===== src/rtl/vaso_pkg.sv =====
// vaso_pkg: shared types and constants for the voice allocator
// no dependencies; used by vaso_ctrl, vaso_dp and the top level
package vaso_pkg;

  localparam int DEPTH = 32;
  localparam int IDX_W = 5;
  localparam int CNT_W = 6;
  localparam int SMP_W = 16;

  typedef enum logic [1:0] {
    CMD_BEGIN   = 2'd0,
    CMD_TRIGGER = 2'd1,
    CMD_RELEASE = 2'd2,
    CMD_REPORT  = 2'd3
  } cmd_t;

  typedef enum logic [2:0] {
    KIND_TRIG  = 3'd0,
    KIND_REL   = 3'd1,
    KIND_BEGUN = 3'd2,
    KIND_DEACT = 3'd3,
    KIND_ACT   = 3'd4,
    KIND_EMPTY = 3'd5,
    KIND_ERR   = 3'd6
  } kind_t;

  typedef enum logic [4:0] {
    OP_NONE,
    OP_LOAD,
    OP_BEGIN,
    OP_POP,
    OP_STEAL_INIT,
    OP_AGE_FIND,
    OP_AGE_SHIFT,
    OP_REL_DONE,
    OP_ERR,
    OP_ST_FIND,
    OP_ST_SHIFT,
    OP_SP_FIND,
    OP_STEAL_DONE,
    OP_EMPTY,
    OP_RPT_STOP,
    OP_RPT_START,
    OP_IDX_CLR
  } op_t;

  typedef struct packed {
    cmd_t             cmd;
    logic             free_zero;
    logic             out_free;
    logic             age_end;
    logic             age_match;
    logic             age_last;
    logic             st_end;
    logic             st_match;
    logic             st_last;
    logic             sp_end;
    logic             sp_last;
    logic             started_zero;
    logic             report_empty;
    logic [CNT_W-1:0] free_cnt;
    logic [CNT_W-1:0] age_cnt;
  } status_t;

endpackage


===== src/rtl/vaso_ctrl.sv =====
// vaso_ctrl: sequencing state machine of the voice allocator
// depends on vaso_pkg; drives vaso_dp through one op per cycle
module vaso_ctrl (
  input  logic              clk,
  input  logic              rst_n,
  input  logic              in_valid,
  output logic              in_stall,
  input  vaso_pkg::status_t st,
  output vaso_pkg::op_t     op
);

  typedef enum logic [15:0] {
    S_IDLE       = 16'h0001,
    S_DISPATCH   = 16'h0002,
    S_BEGIN      = 16'h0004,
    S_POP        = 16'h0008,
    S_STEAL_INIT = 16'h0010,
    S_AGE_FIND   = 16'h0020,
    S_AGE_SHIFT  = 16'h0040,
    S_ST_FIND    = 16'h0080,
    S_ST_SHIFT   = 16'h0100,
    S_SP_FIND    = 16'h0200,
    S_STEAL_DONE = 16'h0400,
    S_REL_DONE   = 16'h0800,
    S_ERR        = 16'h1000,
    S_EMPTY      = 16'h2000,
    S_RPT_STOP   = 16'h4000,
    S_RPT_START  = 16'h8000
  } state_t;

  state_t state_r, state_nxt;

  always_ff @(posedge clk) begin
    if (!rst_n) begin
      state_r <= S_IDLE;
    end else begin
      state_r <= state_nxt;
    end
  end

  assign in_stall = (state_r != S_IDLE);

  always_comb begin
    state_nxt = state_r;
    op        = vaso_pkg::OP_NONE;
    unique case (state_r)
      S_IDLE: begin
        if (in_valid) begin
          op        = vaso_pkg::OP_LOAD;
          state_nxt = S_DISPATCH;
        end
      end
      S_DISPATCH: begin
        unique case (st.cmd)
          vaso_pkg::CMD_BEGIN:   state_nxt = S_BEGIN;
          vaso_pkg::CMD_TRIGGER: state_nxt = st.free_zero ? S_STEAL_INIT : S_POP;
          vaso_pkg::CMD_RELEASE: state_nxt = S_AGE_FIND;
          vaso_pkg::CMD_REPORT:  state_nxt = st.report_empty ? S_EMPTY : S_RPT_STOP;
          default:               state_nxt = S_IDLE;
        endcase
      end
      S_BEGIN: begin
        if (st.out_free) begin
          op        = vaso_pkg::OP_BEGIN;
          state_nxt = S_IDLE;
        end
      end
      S_POP: begin
        if (st.out_free) begin
          op        = vaso_pkg::OP_POP;
          state_nxt = S_IDLE;
        end
      end
      S_STEAL_INIT: begin
        if (st.age_end) begin
          state_nxt = S_ERR;
        end else begin
          op        = vaso_pkg::OP_STEAL_INIT;
          state_nxt = S_AGE_SHIFT;
        end
      end
      S_AGE_FIND: begin
        if (st.age_end) begin
          op        = vaso_pkg::OP_IDX_CLR;
          state_nxt = S_ERR;
        end else if (st.age_match) begin
          state_nxt = S_AGE_SHIFT;
        end else begin
          op = vaso_pkg::OP_AGE_FIND;
        end
      end
      S_AGE_SHIFT: begin
        op = vaso_pkg::OP_AGE_SHIFT;
        if (st.age_last) begin
          state_nxt = (st.cmd == vaso_pkg::CMD_RELEASE) ? S_REL_DONE : S_ST_FIND;
        end
      end
      S_ST_FIND: begin
        op = vaso_pkg::OP_ST_FIND;
        if (st.st_end) begin
          state_nxt = S_SP_FIND;
        end else if (st.st_match) begin
          state_nxt = S_ST_SHIFT;
        end
      end
      S_ST_SHIFT: begin
        op = vaso_pkg::OP_ST_SHIFT;
        if (st.st_last) begin
          state_nxt = S_SP_FIND;
        end
      end
      S_SP_FIND: begin
        op = vaso_pkg::OP_SP_FIND;
        if (st.sp_end) begin
          state_nxt = S_STEAL_DONE;
        end
      end
      S_STEAL_DONE: begin
        if (st.out_free) begin
          op        = vaso_pkg::OP_STEAL_DONE;
          state_nxt = S_IDLE;
        end
      end
      S_REL_DONE: begin
        if (st.out_free) begin
          op        = vaso_pkg::OP_REL_DONE;
          state_nxt = S_IDLE;
        end
      end
      S_ERR: begin
        if (st.out_free) begin
          op        = vaso_pkg::OP_ERR;
          state_nxt = S_IDLE;
        end
      end
      S_EMPTY: begin
        if (st.out_free) begin
          op        = vaso_pkg::OP_EMPTY;
          state_nxt = S_IDLE;
        end
      end
      S_RPT_STOP: begin
        if (st.sp_end) begin
          op        = vaso_pkg::OP_IDX_CLR;
          state_nxt = S_RPT_START;
        end else if (st.out_free) begin
          op = vaso_pkg::OP_RPT_STOP;
          if (st.sp_last && st.started_zero) begin
            state_nxt = S_IDLE;
          end
        end
      end
      S_RPT_START: begin
        if (st.out_free) begin
          op = vaso_pkg::OP_RPT_START;
          if (st.st_last) begin
            state_nxt = S_IDLE;
          end
        end
      end
      default: state_nxt = S_IDLE;
    endcase
  end

endmodule


===== src/rtl/vaso_dp.sv =====
// vaso_dp: voice lists, counts, scan index and result register
// depends on vaso_pkg; executes the op chosen by vaso_ctrl
module vaso_dp #(
  parameter int MAX_VOICES = 32
) (
  input  logic                           clk,
  input  logic                           rst_n,
  input  vaso_pkg::op_t                  op,
  output vaso_pkg::status_t              st,
  input  logic [1:0]                     in_cmd,
  input  logic [vaso_pkg::IDX_W-1:0]     in_voice,
  input  logic [vaso_pkg::SMP_W-1:0]     in_sample_index,
  output logic                           out_valid,
  input  logic                           out_stall,
  output logic [2:0]                     out_kind,
  output logic [vaso_pkg::IDX_W-1:0]     out_voice_out,
  output logic [vaso_pkg::SMP_W-1:0]     out_sample_out,
  output logic                           out_stole,
  output logic [vaso_pkg::IDX_W-1:0]     out_stolen_voice,
  output logic                           out_last
);

  localparam int IW = vaso_pkg::IDX_W;
  localparam int CW = vaso_pkg::CNT_W;
  localparam int SW = vaso_pkg::SMP_W;
  localparam int D  = vaso_pkg::DEPTH;

  logic [IW-1:0]    free_stack_r   [D];
  logic [IW-1:0]    age_list_r     [D];
  logic [IW+SW-1:0] started_list_r [D];
  logic [IW-1:0]    stopped_list_r [D];

  logic [CW-1:0] free_cnt_r, age_cnt_r, st_cnt_r, sp_cnt_r, idx_r;
  logic          out_valid_r;
  vaso_pkg::cmd_t cmd_r;
  logic [IW-1:0] voice_r, sv_r;
  logic [SW-1:0] samp_r;
  logic          seen_r;

  logic [2:0]    kind_r;
  logic [IW-1:0] vout_r, svout_r;
  logic [SW-1:0] sout_r;
  logic          stole_r, last_r;

  logic [IW-1:0] ix, ix1, pop_v;
  logic [CW:0]   idx_p1;
  logic          emit, free_has_room;

  assign ix     = idx_r[IW-1:0];
  assign ix1    = ix + IW'(1);
  assign idx_p1 = {1'b0, idx_r} + (CW+1)'(1);
  assign pop_v  = free_stack_r[IW'(free_cnt_r - CW'(1))];
  assign free_has_room = (free_cnt_r < CW'(D)) && (free_cnt_r < CW'(MAX_VOICES));

  always_comb begin
    st.cmd          = cmd_r;
    st.free_zero    = (free_cnt_r == '0);
    st.out_free     = !out_valid_r || !out_stall;
    st.age_end      = (idx_r >= age_cnt_r);
    st.age_match    = (age_list_r[ix] == voice_r);
    st.age_last     = (idx_p1 >= {1'b0, age_cnt_r});
    st.st_end       = (idx_r >= st_cnt_r);
    st.st_match     = (started_list_r[ix][IW+SW-1:SW] == sv_r);
    st.st_last      = (idx_p1 >= {1'b0, st_cnt_r});
    st.sp_end       = (idx_r >= sp_cnt_r);
    st.sp_last      = (idx_p1 >= {1'b0, sp_cnt_r});
    st.started_zero = (st_cnt_r == '0);
    st.report_empty = (st_cnt_r == '0) && (sp_cnt_r == '0);
    st.free_cnt     = free_cnt_r;
    st.age_cnt      = age_cnt_r;
  end

  always_comb begin
    case (op)
      vaso_pkg::OP_BEGIN, vaso_pkg::OP_POP, vaso_pkg::OP_REL_DONE, vaso_pkg::OP_ERR,
      vaso_pkg::OP_STEAL_DONE, vaso_pkg::OP_EMPTY, vaso_pkg::OP_RPT_STOP,
      vaso_pkg::OP_RPT_START: emit = 1'b1;
      default:                emit = 1'b0;
    endcase
  end

  // counts, index, free stack and result valid
  always_ff @(posedge clk) begin
    if (!rst_n) begin
      for (int i = 0; i < D; i++) begin
        free_stack_r[i] <= IW'(MAX_VOICES - 1 - i);
      end
      free_cnt_r  <= CW'(MAX_VOICES);
      age_cnt_r   <= '0;
      st_cnt_r    <= '0;
      sp_cnt_r    <= '0;
      idx_r       <= '0;
      out_valid_r <= 1'b0;
    end else begin
      out_valid_r <= emit || (out_valid_r && out_stall);
      case (op)
        vaso_pkg::OP_LOAD, vaso_pkg::OP_IDX_CLR: idx_r <= '0;
        vaso_pkg::OP_BEGIN: begin
          st_cnt_r <= '0;
          sp_cnt_r <= '0;
        end
        vaso_pkg::OP_POP: begin
          free_cnt_r <= free_cnt_r - CW'(1);
          if (st_cnt_r < CW'(D)) st_cnt_r <= st_cnt_r + CW'(1);
          if (age_cnt_r < CW'(D)) age_cnt_r <= age_cnt_r + CW'(1);
        end
        vaso_pkg::OP_AGE_FIND: idx_r <= idx_r + CW'(1);
        vaso_pkg::OP_AGE_SHIFT: begin
          if (st.age_last) begin
            age_cnt_r <= age_cnt_r - CW'(1);
            idx_r     <= '0;
          end else begin
            idx_r <= idx_r + CW'(1);
          end
        end
        vaso_pkg::OP_REL_DONE: begin
          if (free_has_room) begin
            free_stack_r[IW'(free_cnt_r)] <= voice_r;
            free_cnt_r <= free_cnt_r + CW'(1);
          end
        end
        vaso_pkg::OP_ST_FIND: begin
          if (st.st_end) idx_r <= '0;
          else if (!st.st_match) idx_r <= idx_r + CW'(1);
        end
        vaso_pkg::OP_ST_SHIFT: begin
          if (st.st_last) begin
            st_cnt_r <= st_cnt_r - CW'(1);
            idx_r    <= '0;
          end else begin
            idx_r <= idx_r + CW'(1);
          end
        end
        vaso_pkg::OP_SP_FIND: begin
          if (st.sp_end) idx_r <= '0;
          else idx_r <= idx_r + CW'(1);
        end
        vaso_pkg::OP_STEAL_DONE: begin
          if (!seen_r && sp_cnt_r < CW'(D)) sp_cnt_r <= sp_cnt_r + CW'(1);
          if (st_cnt_r < CW'(D)) st_cnt_r <= st_cnt_r + CW'(1);
          if (age_cnt_r < CW'(D)) age_cnt_r <= age_cnt_r + CW'(1);
        end
        vaso_pkg::OP_RPT_STOP, vaso_pkg::OP_RPT_START: idx_r <= idx_r + CW'(1);
        default: ;
      endcase
    end
  end

  // list storage, item registers and result payload
  always_ff @(posedge clk) begin
    case (op)
      vaso_pkg::OP_LOAD: begin
        cmd_r   <= vaso_pkg::cmd_t'(in_cmd);
        voice_r <= in_voice;
        samp_r  <= in_sample_index;
      end
      vaso_pkg::OP_POP: begin
        if (st_cnt_r < CW'(D)) started_list_r[IW'(st_cnt_r)] <= {pop_v, samp_r};
        if (age_cnt_r < CW'(D)) age_list_r[IW'(age_cnt_r)] <= pop_v;
      end
      vaso_pkg::OP_STEAL_INIT: begin
        sv_r   <= age_list_r[0];
        seen_r <= 1'b0;
      end
      vaso_pkg::OP_AGE_SHIFT: begin
        if (!st.age_last) age_list_r[ix] <= age_list_r[ix1];
      end
      vaso_pkg::OP_ST_SHIFT: begin
        if (!st.st_last) started_list_r[ix] <= started_list_r[ix1];
      end
      vaso_pkg::OP_SP_FIND: begin
        if (!st.sp_end && stopped_list_r[ix] == sv_r) seen_r <= 1'b1;
      end
      vaso_pkg::OP_STEAL_DONE: begin
        if (!seen_r && sp_cnt_r < CW'(D)) stopped_list_r[IW'(sp_cnt_r)] <= sv_r;
        if (st_cnt_r < CW'(D)) started_list_r[IW'(st_cnt_r)] <= {sv_r, samp_r};
        if (age_cnt_r < CW'(D)) age_list_r[IW'(age_cnt_r)] <= sv_r;
      end
      default: ;
    endcase

    if (emit) begin
      vout_r  <= '0;
      sout_r  <= '0;
      stole_r <= 1'b0;
      svout_r <= '0;
      last_r  <= 1'b1;
      case (op)
        vaso_pkg::OP_BEGIN: kind_r <= vaso_pkg::KIND_BEGUN;
        vaso_pkg::OP_POP: begin
          kind_r <= vaso_pkg::KIND_TRIG;
          vout_r <= pop_v;
        end
        vaso_pkg::OP_STEAL_DONE: begin
          kind_r  <= vaso_pkg::KIND_TRIG;
          vout_r  <= sv_r;
          stole_r <= 1'b1;
          svout_r <= sv_r;
        end
        vaso_pkg::OP_REL_DONE: begin
          kind_r <= vaso_pkg::KIND_REL;
          vout_r <= voice_r;
        end
        vaso_pkg::OP_ERR: begin
          kind_r <= vaso_pkg::KIND_ERR;
          vout_r <= (cmd_r == vaso_pkg::CMD_RELEASE) ? voice_r : '0;
        end
        vaso_pkg::OP_RPT_STOP: begin
          kind_r <= vaso_pkg::KIND_DEACT;
          vout_r <= stopped_list_r[ix];
          last_r <= st.sp_last && st.started_zero;
        end
        vaso_pkg::OP_RPT_START: begin
          kind_r <= vaso_pkg::KIND_ACT;
          vout_r <= started_list_r[ix][IW+SW-1:SW];
          sout_r <= started_list_r[ix][SW-1:0];
          last_r <= st.st_last;
        end
        default: kind_r <= vaso_pkg::KIND_EMPTY;
      endcase
    end
  end

  assign out_valid        = out_valid_r;
  assign out_kind         = kind_r;
  assign out_voice_out    = vout_r;
  assign out_sample_out   = sout_r;
  assign out_stole        = stole_r;
  assign out_stolen_voice = svout_r;
  assign out_last         = last_r;

endmodule


===== src/rtl/voice_allocator_steal_oldest_core.sv =====
// voice_allocator_steal_oldest_core: top level of the voice allocator
// depends on vaso_pkg, vaso_ctrl and vaso_dp
//
// One item is worked at a time. in_stall is high from acceptance until the item's
// last result is loaded into the output register. A release, found or not, scans
// the age list. A trigger that steals walks the age, started and stopped lists one
// entry a cycle. A report emits one entry a cycle as the output side takes them,
// with an index-clearing step between the deactivated and the activated entries.
// All scans run through one shared index register. No clearing pass after reset.
module voice_allocator_steal_oldest_core #(
  parameter int MAX_VOICES = 32
) (
  input  logic        clk,
  input  logic        rst_n,
  input  logic        in_valid,
  output logic        in_stall,
  input  logic [1:0]  in_cmd,
  input  logic [4:0]  in_voice,
  input  logic [15:0] in_sample_index,
  output logic        out_valid,
  input  logic        out_stall,
  output logic [2:0]  out_kind,
  output logic [4:0]  out_voice_out,
  output logic [15:0] out_sample_out,
  output logic        out_stole,
  output logic [4:0]  out_stolen_voice,
  output logic        out_last
);

  vaso_pkg::op_t     op;
  vaso_pkg::status_t st;

  vaso_ctrl u_ctrl (
    .clk      (clk),
    .rst_n    (rst_n),
    .in_valid (in_valid),
    .in_stall (in_stall),
    .st       (st),
    .op       (op)
  );

  vaso_dp #(
    .MAX_VOICES (MAX_VOICES)
  ) u_dp (
    .clk              (clk),
    .rst_n            (rst_n),
    .op               (op),
    .st               (st),
    .in_cmd           (in_cmd),
    .in_voice         (in_voice),
    .in_sample_index  (in_sample_index),
    .out_valid        (out_valid),
    .out_stall        (out_stall),
    .out_kind         (out_kind),
    .out_voice_out    (out_voice_out),
    .out_sample_out   (out_sample_out),
    .out_stole        (out_stole),
    .out_stolen_voice (out_stolen_voice),
    .out_last         (out_last)
  );

  // every voice is either free or active between items
  a_voice_conserved: assert property (@(posedge clk) disable iff (!rst_n)
    !in_stall |-> ({1'b0, st.free_cnt} + {1'b0, st.age_cnt}) == 7'(MAX_VOICES))
    else $error("free and active voice counts do not add up");

  // an accepted item keeps the input side closed for the next cycle
  a_busy_after_accept: assert property (@(posedge clk) disable iff (!rst_n)
    (in_valid && !in_stall) |=> in_stall)
    else $error("input not stalled after item accepted");

  // a trigger result that stole names the same voice twice
  a_steal_voice: assert property (@(posedge clk) disable iff (!rst_n)
    (out_valid && out_stole) |-> (out_voice_out == out_stolen_voice))
    else $error("stolen voice differs from allocated voice");

endmodule

===== config.mk =====
export PLATFORM = sky130hd
export DESIGN_NAME = voice_allocator_steal_oldest_core
export DESIGN_NICKNAME = d
export VERILOG_FILES = /design/src/rtl/vaso_pkg.sv /design/src/rtl/vaso_ctrl.sv /design/src/rtl/vaso_dp.sv /design/src/rtl/voice_allocator_steal_oldest_core.sv
export SDC_FILE = /design/constraint.sdc
export NUM_CORES = 2
export LEC_CHECK = 0
export BUFFER_PORTS_ARGS = -buffer_cell sky130_fd_sc_hd__buf_2
export CAP_MARGIN = 30
export CORE_MARGIN = 2
export CORE_UTILIZATION = 41
export DETAILED_ROUTE_END_ITERATION = 16
export PLACE_DENSITY = 0.67
export SLEW_MARGIN = 30
export SYNTH_ARGS = -nofsm -noshare
export SYNTH_HDL_FRONTEND = slang
export SYNTH_SLANG_ARGS = --single-unit
export TNS_END_PERCENT = 20

===== constraint.sdc =====
create_clock -name clk -period 6.5 [get_ports clk]
set_clock_uncertainty 0.2 [all_clocks]
set_input_delay 0.975 -clock clk [delete_from_list [all_inputs] [get_ports clk]]
set_output_delay 0.975 -clock clk [all_outputs]
set_load 0.01 [all_outputs]

---- Yosys cells after proc, flatten, opt, wreduce, memory -nomap -nowiden ----
Memories as Yosys holds them, arrays and structs flattened. A register that Yosys moved wholly into a read port is not among the register bits.
Index checks and enable logic that the tools add are counted.
word-level totals
  bits in read-only memories .............. 16
  input bits .............................. 27
  word-level logic and storage cells ...... 235
  latch bits .............................. 0
  memories ................................ 5
  output and inout bits ................... 33
  flip-flop bits (word level) ............. 102
  memory bits (writable) .................. 1152
cells by class
  reductions and logical operators ........ 35
  $mul .................................... 0
  $add $sub $neg .......................... 10
  shift-type cells ........................ 0
  eq/ne operators ......................... 57
  order comparisons ....................... 10
  bitwise logic cells ..................... 2
  multiplexer cells ....................... 99
  div/mod/pow operators ................... 0
memory list
  memory               words  width  rd ports  clocked after Yosys merged registers in  write ports  line           text
  u_dp.started_list_r  32     21     2         1                                        1            vaso_dp.sv:30  logic [IW+SW-1:0] started_list_r [D];
  u_dp.age_list_r      32     5      3         2                                        1            vaso_dp.sv:29  logic [IW-1:0] age_list_r [D];
  u_dp.free_stack_r    32     5      1         0                                        32           vaso_dp.sv:28  logic [IW-1:0] free_stack_r [D];
  u_dp.stopped_list_r  32     5      1         1                                        1            vaso_dp.sv:31  logic [IW-1:0] stopped_list_r [D];
  (no name shown)      16     1      1         0                                        0            vaso_dp.sv:74  case (op)
operators with widths
  kind                 count
  $mux 16              14
  $pmux 16 s11         1
  $mux 5               16
  $pmux 5 s15          1
  $mux 6               11
  $pmux 16 s4          1
  $mux 21              2
  $pmux 6 s2           3
  $pmux 6 s6           1
  $eq 5x4->1 const B   7
  $mux 1               31
  $add 6x1->6 const B  5
  $pmux 5 s6           1
  $lt 6x6->1 const B   4
  $ge 7x6->1           3
  $reduce_or 21->1     1
  $eq 5x3->1 const B   4
  $mux 4               5
  $ge 6x6->1           3
  $logic_not 6->1      3
  $pmux 3 s6           1
  $pmux 6 s3           1
  $sub 6x1->6 const B  3
  $eq 16x1->1 const B  1
  other kinds (50)     90

---- Depth between registers and ports, before layout ----
  depth in word-level cells ............... 11
  depth in mapped cells ................... 17
  mapped depth without buffers ............ 15

---- Modules after synthesis ----
A second synthesis with hierarchy kept.
second synthesis, totals
  cell total of the unflattened synthesis .. 3328
  area, all modules ....................... 59180.5 um2
by module, submodules not included
  module     area an instance (um2)  instances  sequential area each (um2)  cells an instance
  vaso_dp    57746.6                 1          37115.6                     3140
  vaso_ctrl  1433.9                  1          320.3                       188

---- Worst setup path after synthesis ----
No wires, ideal clock.
  path kind ............................... flip-flop to flip-flop
  start ................................... register u_dp.idx_r[0]
  end ..................................... memory u_dp.started_list_r[0][10] in the netlist's numbering, data pin
  clock period less this slack ............ 5.628 ns
  arrival time ............................ 5.031 ns
  cell stages (with the launch flop) ...... 15
  buffers on the path ..................... 5
  data required time ...................... 5.902 ns
  setup slack ............................. 0.872 ns
  setup time .............................. 0.398 ns
  path through ............................ dfxtp_1 > ha_1 > xor2_1 > buf_2 > buf_1 > ha_1 > a21oi_1 > o21ai_0 > a211oi_1 > and2_0 > clkbuf_1 > buf_2 > buf_1 > nor2_1 > a31oi_1
on the way
  longest elaborated chain between the ends .. 8
  elaborated cells on any way between the ends .. 16
  those cells by class .................... 2 x add/sub; 3 x order compare; 1 x eq/ne; 8 x mux; 1 x reduce/logical; 1 x memory
ends and longest elaborated chain
  what                                                 line            text
  start, declared                                      vaso_dp.sv:33   logic [CW-1:0] free_cnt_r, age_cnt_r, st_cnt_r, sp_cnt_r, idx_r;
  start signal, assigned                               vaso_dp.sv:107  vaso_pkg::OP_AGE_FIND: idx_r <= idx_r + CW'(1);
  start signal, assigned                               vaso_dp.sv:113  idx_r <= idx_r + CW'(1);
  start signal, assigned                               vaso_dp.sv:124  else if (!st.st_match) idx_r <= idx_r + CW'(1);
  branches (longest 7 deep; another with $add 6x1->7)  -
  $mux 21 (no source line) (*)                         -
  end, declared                                        vaso_dp.sv:30
Mark *: on every way between the ends.

---- Worst setup path after layout ----
  start ................................... register u_dp.idx_r[1]
  end ..................................... memory u_dp.started_list_r[16][10] in the netlist's numbering (enable)
on the way
  longest elaborated chain between the ends .. 8
  elaborated cells on any way between the ends .. 22
  those cells by class .................... 1 x add/sub; 3 x order compare; 3 x eq/ne; 13 x mux; 1 x bitwise; 1 x reduce/logical
ends and longest elaborated chain
  what
  branches (longest 8 deep; another with $add 6x1->7)
Several ways; the timed one is not identified.

==> impl_metrics.tcl <==
set metrics [dict create \
    p_seq_share_pct 53.0 \
    syn2layout_area_growth_pct 13.49 \
    slew_headroom_pct 33.26 \
    met1_usage_pct 28.99 \
    firstDrtPassIters 6 \
    grt_pass1_vias 33030 \
    combPwrFrac_pct 4.5 \
    die_y_microns 382.5 \
    grt.busiest_layer "met2" \
    p_int_mw 13.63 \
    core_sq_mm 0.1419 \
    grt_first_pass_wirelength_microns 227100 \
    gr-usage-met3_pct 4.070 \
    netlist.area_leader.share_pct 61.95 \
    fin_nets 3399 \
    cp_max_fo 21 \
    netlist_area_sq_mm 0.05875 \
    via_per_inst 6.224 \
    worstMarginPinSlew_ns 0.9987 \
    r2r-start "u_dp.idx_r[1]" \
    synth_edf_count 1212 \
    finalSetupTns_ns 0 \
    cts_hold_buf 0 \
    clk_path_buf_depth 3 \
    cp.arrival_ns 5.51 \
    rsz0062_at_grt "false" \
    crit_path_end_kind "flop" \
    drt-total-wl_microns 154700 \
    cts_tree "done" \
    syn_avg_cell_area_sq_um 18.21 \
    outcome "finished clean" \
    grtUsageMet2_pct 33.97 \
    start_kind "flop" \
    synthArstFlopShare_pct 0 \
    ys_types 84 \
    yosysMostFrequentCell "edfxtp_1" \
    first_iter_violations 3973 \
    hold_path.startpoint "in_voice[0]" \
    ys.flop_type "edfxtp_1" \
    leakage_nw 19.63 \
    antenna_found_initial 2 \
    cts_resized 0 \
    clock_sinks 1264 \
    grt_usage_pct 21.15 \
    max_freq_mhz 187.8 \
    clk_latency_ns 0.78 \
    grt-ovfl-total 0 \
    yosysTopAreaCell "edfxtp_1" \
    postPlaceCellArea_sq_mm 0.06223 \
    power_density_mw_per_mm2 263.6 \
    switching_share_pct 22.40 \
    fin_crit_ns 5.324 \
    cts_made_buffers 133 \
    vias 33040 \
    final_area_sq_mm 0.06667 \
    clk_pin_slew_ns 0.06 \
    diodes 0 \
    drv_slew 0 \
    grt_max_degree 127 \
    ant_nets 0 \
    start_util_pct 41.39 \
    crit_required_ns 6.68 \
    power_frac_clock_pct 42.5 \
    max_cap_violations 0 \
    p_sw_mw 3.936 \
    synth_warnings 0 \
    synthCells 3226 \
    drive_above_1_share_pct 31.57 \
    hold_path_class "in -> reg" \
    finalCritPeriodShare_pct 81.91 \
    crit_start "u_dp.idx_r[1]" \
    vdd_drop_max_v 0.0002552 \
    cts_root_buffer "clkbuf_16" \
    routabilityCongestion 0.8749 \
    dieArea_sq_mm 0.1463 \
    finalSetupViolCount 0 \
    routedWlPerCell_microns 29.14 \
    synth_seq_cells 1264 \
    chipWidth_microns 382.5 \
    post_cts_buffers 0 \
    synthTopCellsByCount "1,212 x edfxtp_1, 591 x mux4_2, 286 x nor2_1, 143 x nand2_1, 135 x clkbuf_1" \
    drc 0 \
    synth.net_count 3311 \
    rows 138 \
    seq_area_frac_synth_pct 63.72 \
    critPathKind "reg -> reg" \
    hold_viol 0 \
    io_pins 60 \
    cts.htree.levels 4 \
    dpl.hpwl_microns 95290 \
    synth_area_leaders "edfxtp_1 62%, mux4_2 23%, nor2_1 1.8%" \
    io_buffers 59 \
]
-- final cells by class --
class	instances	area, sq um
Inverter	46	172.7
Tap cell	1890	2365
Clock inverter	76	789.5
Clock buffer	163	3461
Multi-Input combinational cell	1699	20800
Sequential cell	1264	37460
Fill cell	11780	75260
Timing Repair Buffer	170	1623
-- metrics by stage --
stage	cells	total power, mW	hold WS (ns)	util, %	setup slack, ns
6_report	5308	17.57	0.1765	46.97	1.176
3_5_place_dp	5062	10.27	0.2773	43.85	1.218
2_1_floorplan	3226	9.857	0.2362	-	0.8716
3_3_place_gp	5044	10.24	0.2650	43.45	1.292
4_1_cts	5301	17.67	0.1217	46.84	1.178
5_1_grt	5308	18.05	0.1554	46.97	0.7906
-- layer usage --
metal,share of wire [%],vias to the layer above
met1,40,17460
li1,-,13580
met3,8.6,274
met2,49,1725
met5,0,-
met4,3.1,0
-- layout by cell type, fill, tap and decap left out, types with 28 or more instances in the layout --
master	n
o21ai_0	49
or3_1	40
edfxtp_1	1212
mux4_2	591
nand2_1	143
nand3_1	33
clkbuf_16	133
ha_1	55
nor2_1	253
mux2i_1	78
dfxtp_1	45
inv_1	42
buf_4	80
clkbuf_1	28
a21oi_1	54
buf_2	59
nor2_4	33
-- worst max-delay path, stage by stage (launching register included) --
cell and delay, ns:
dfxtp_1 0.31, buf_4 0.21, ha_4 0.22, nand3_1 0.13, xnor2_2 0.15, buf_4 0.32, inv_2 0.08, ha_1 0.30
a21oi_1 0.16, o21ai_0 0.13, a211oi_1 0.40, and2_4 0.36, mux2i_1 0.64, nand2b_1 0.42, nor2_4 0.88
-- path summary, 6_finish.rpt --
check | end | slack (ns) | cells after the start
setup / recovery | u_dp.started_list_r[16][10] | 1.18 | 14
hold / removal | u_dp.voice_r[0] | 0.18 | 1
setup reg to reg | u_dp.started_list_r[16][10] | 1.18 | 14
hold reg to reg | u_dp.sv_r[4] | 0.29 | 0
-- cell families after synthesis --
family                     count (synthesis)  share of synthesized area (%)
buffers and inverters                    263                          1.889
DFF                                     1264                          63.72
xor gates and xnor gates                  40                         0.5963
and+or+nand+nor                          667                          5.367
adders and majority gates                 58                          1.261
muxes                                    689                          24.44
AOI/OAI and AO/OA                        245                          2.722
-- power groups by stage --
stage,sequential (mW),clock (mW),combinational (mW)
after floorplan,9.44,0,0.413
after global placement,9.49,0,0.759
after detailed placement,9.48,0,0.783
after CTS,9.31,7.58,0.784
after global routing,9.32,7.88,0.851
final,9.31,7.47,0.785
-- state kept, by name, indices dropped and copies added, names as in the netlist, 6 cells and up, named ones only --
signal / flops
u_dp.started_list_r: 672
u_dp.age_list_r: 160
u_dp.free_stack_r: 160
u_dp.stopped_list_r: 160
u_ctrl.state_r: 16
u_dp.out_sample_out: 16
u_dp.samp_r: 16
u_dp.age_cnt_r: 6
u_dp.free_cnt_r: 6
u_dp.idx_r: 6
u_dp.sp_cnt_r: 6
u_dp.st_cnt_r: 6
No activity file was read; power rests on OpenSTA's default activity.
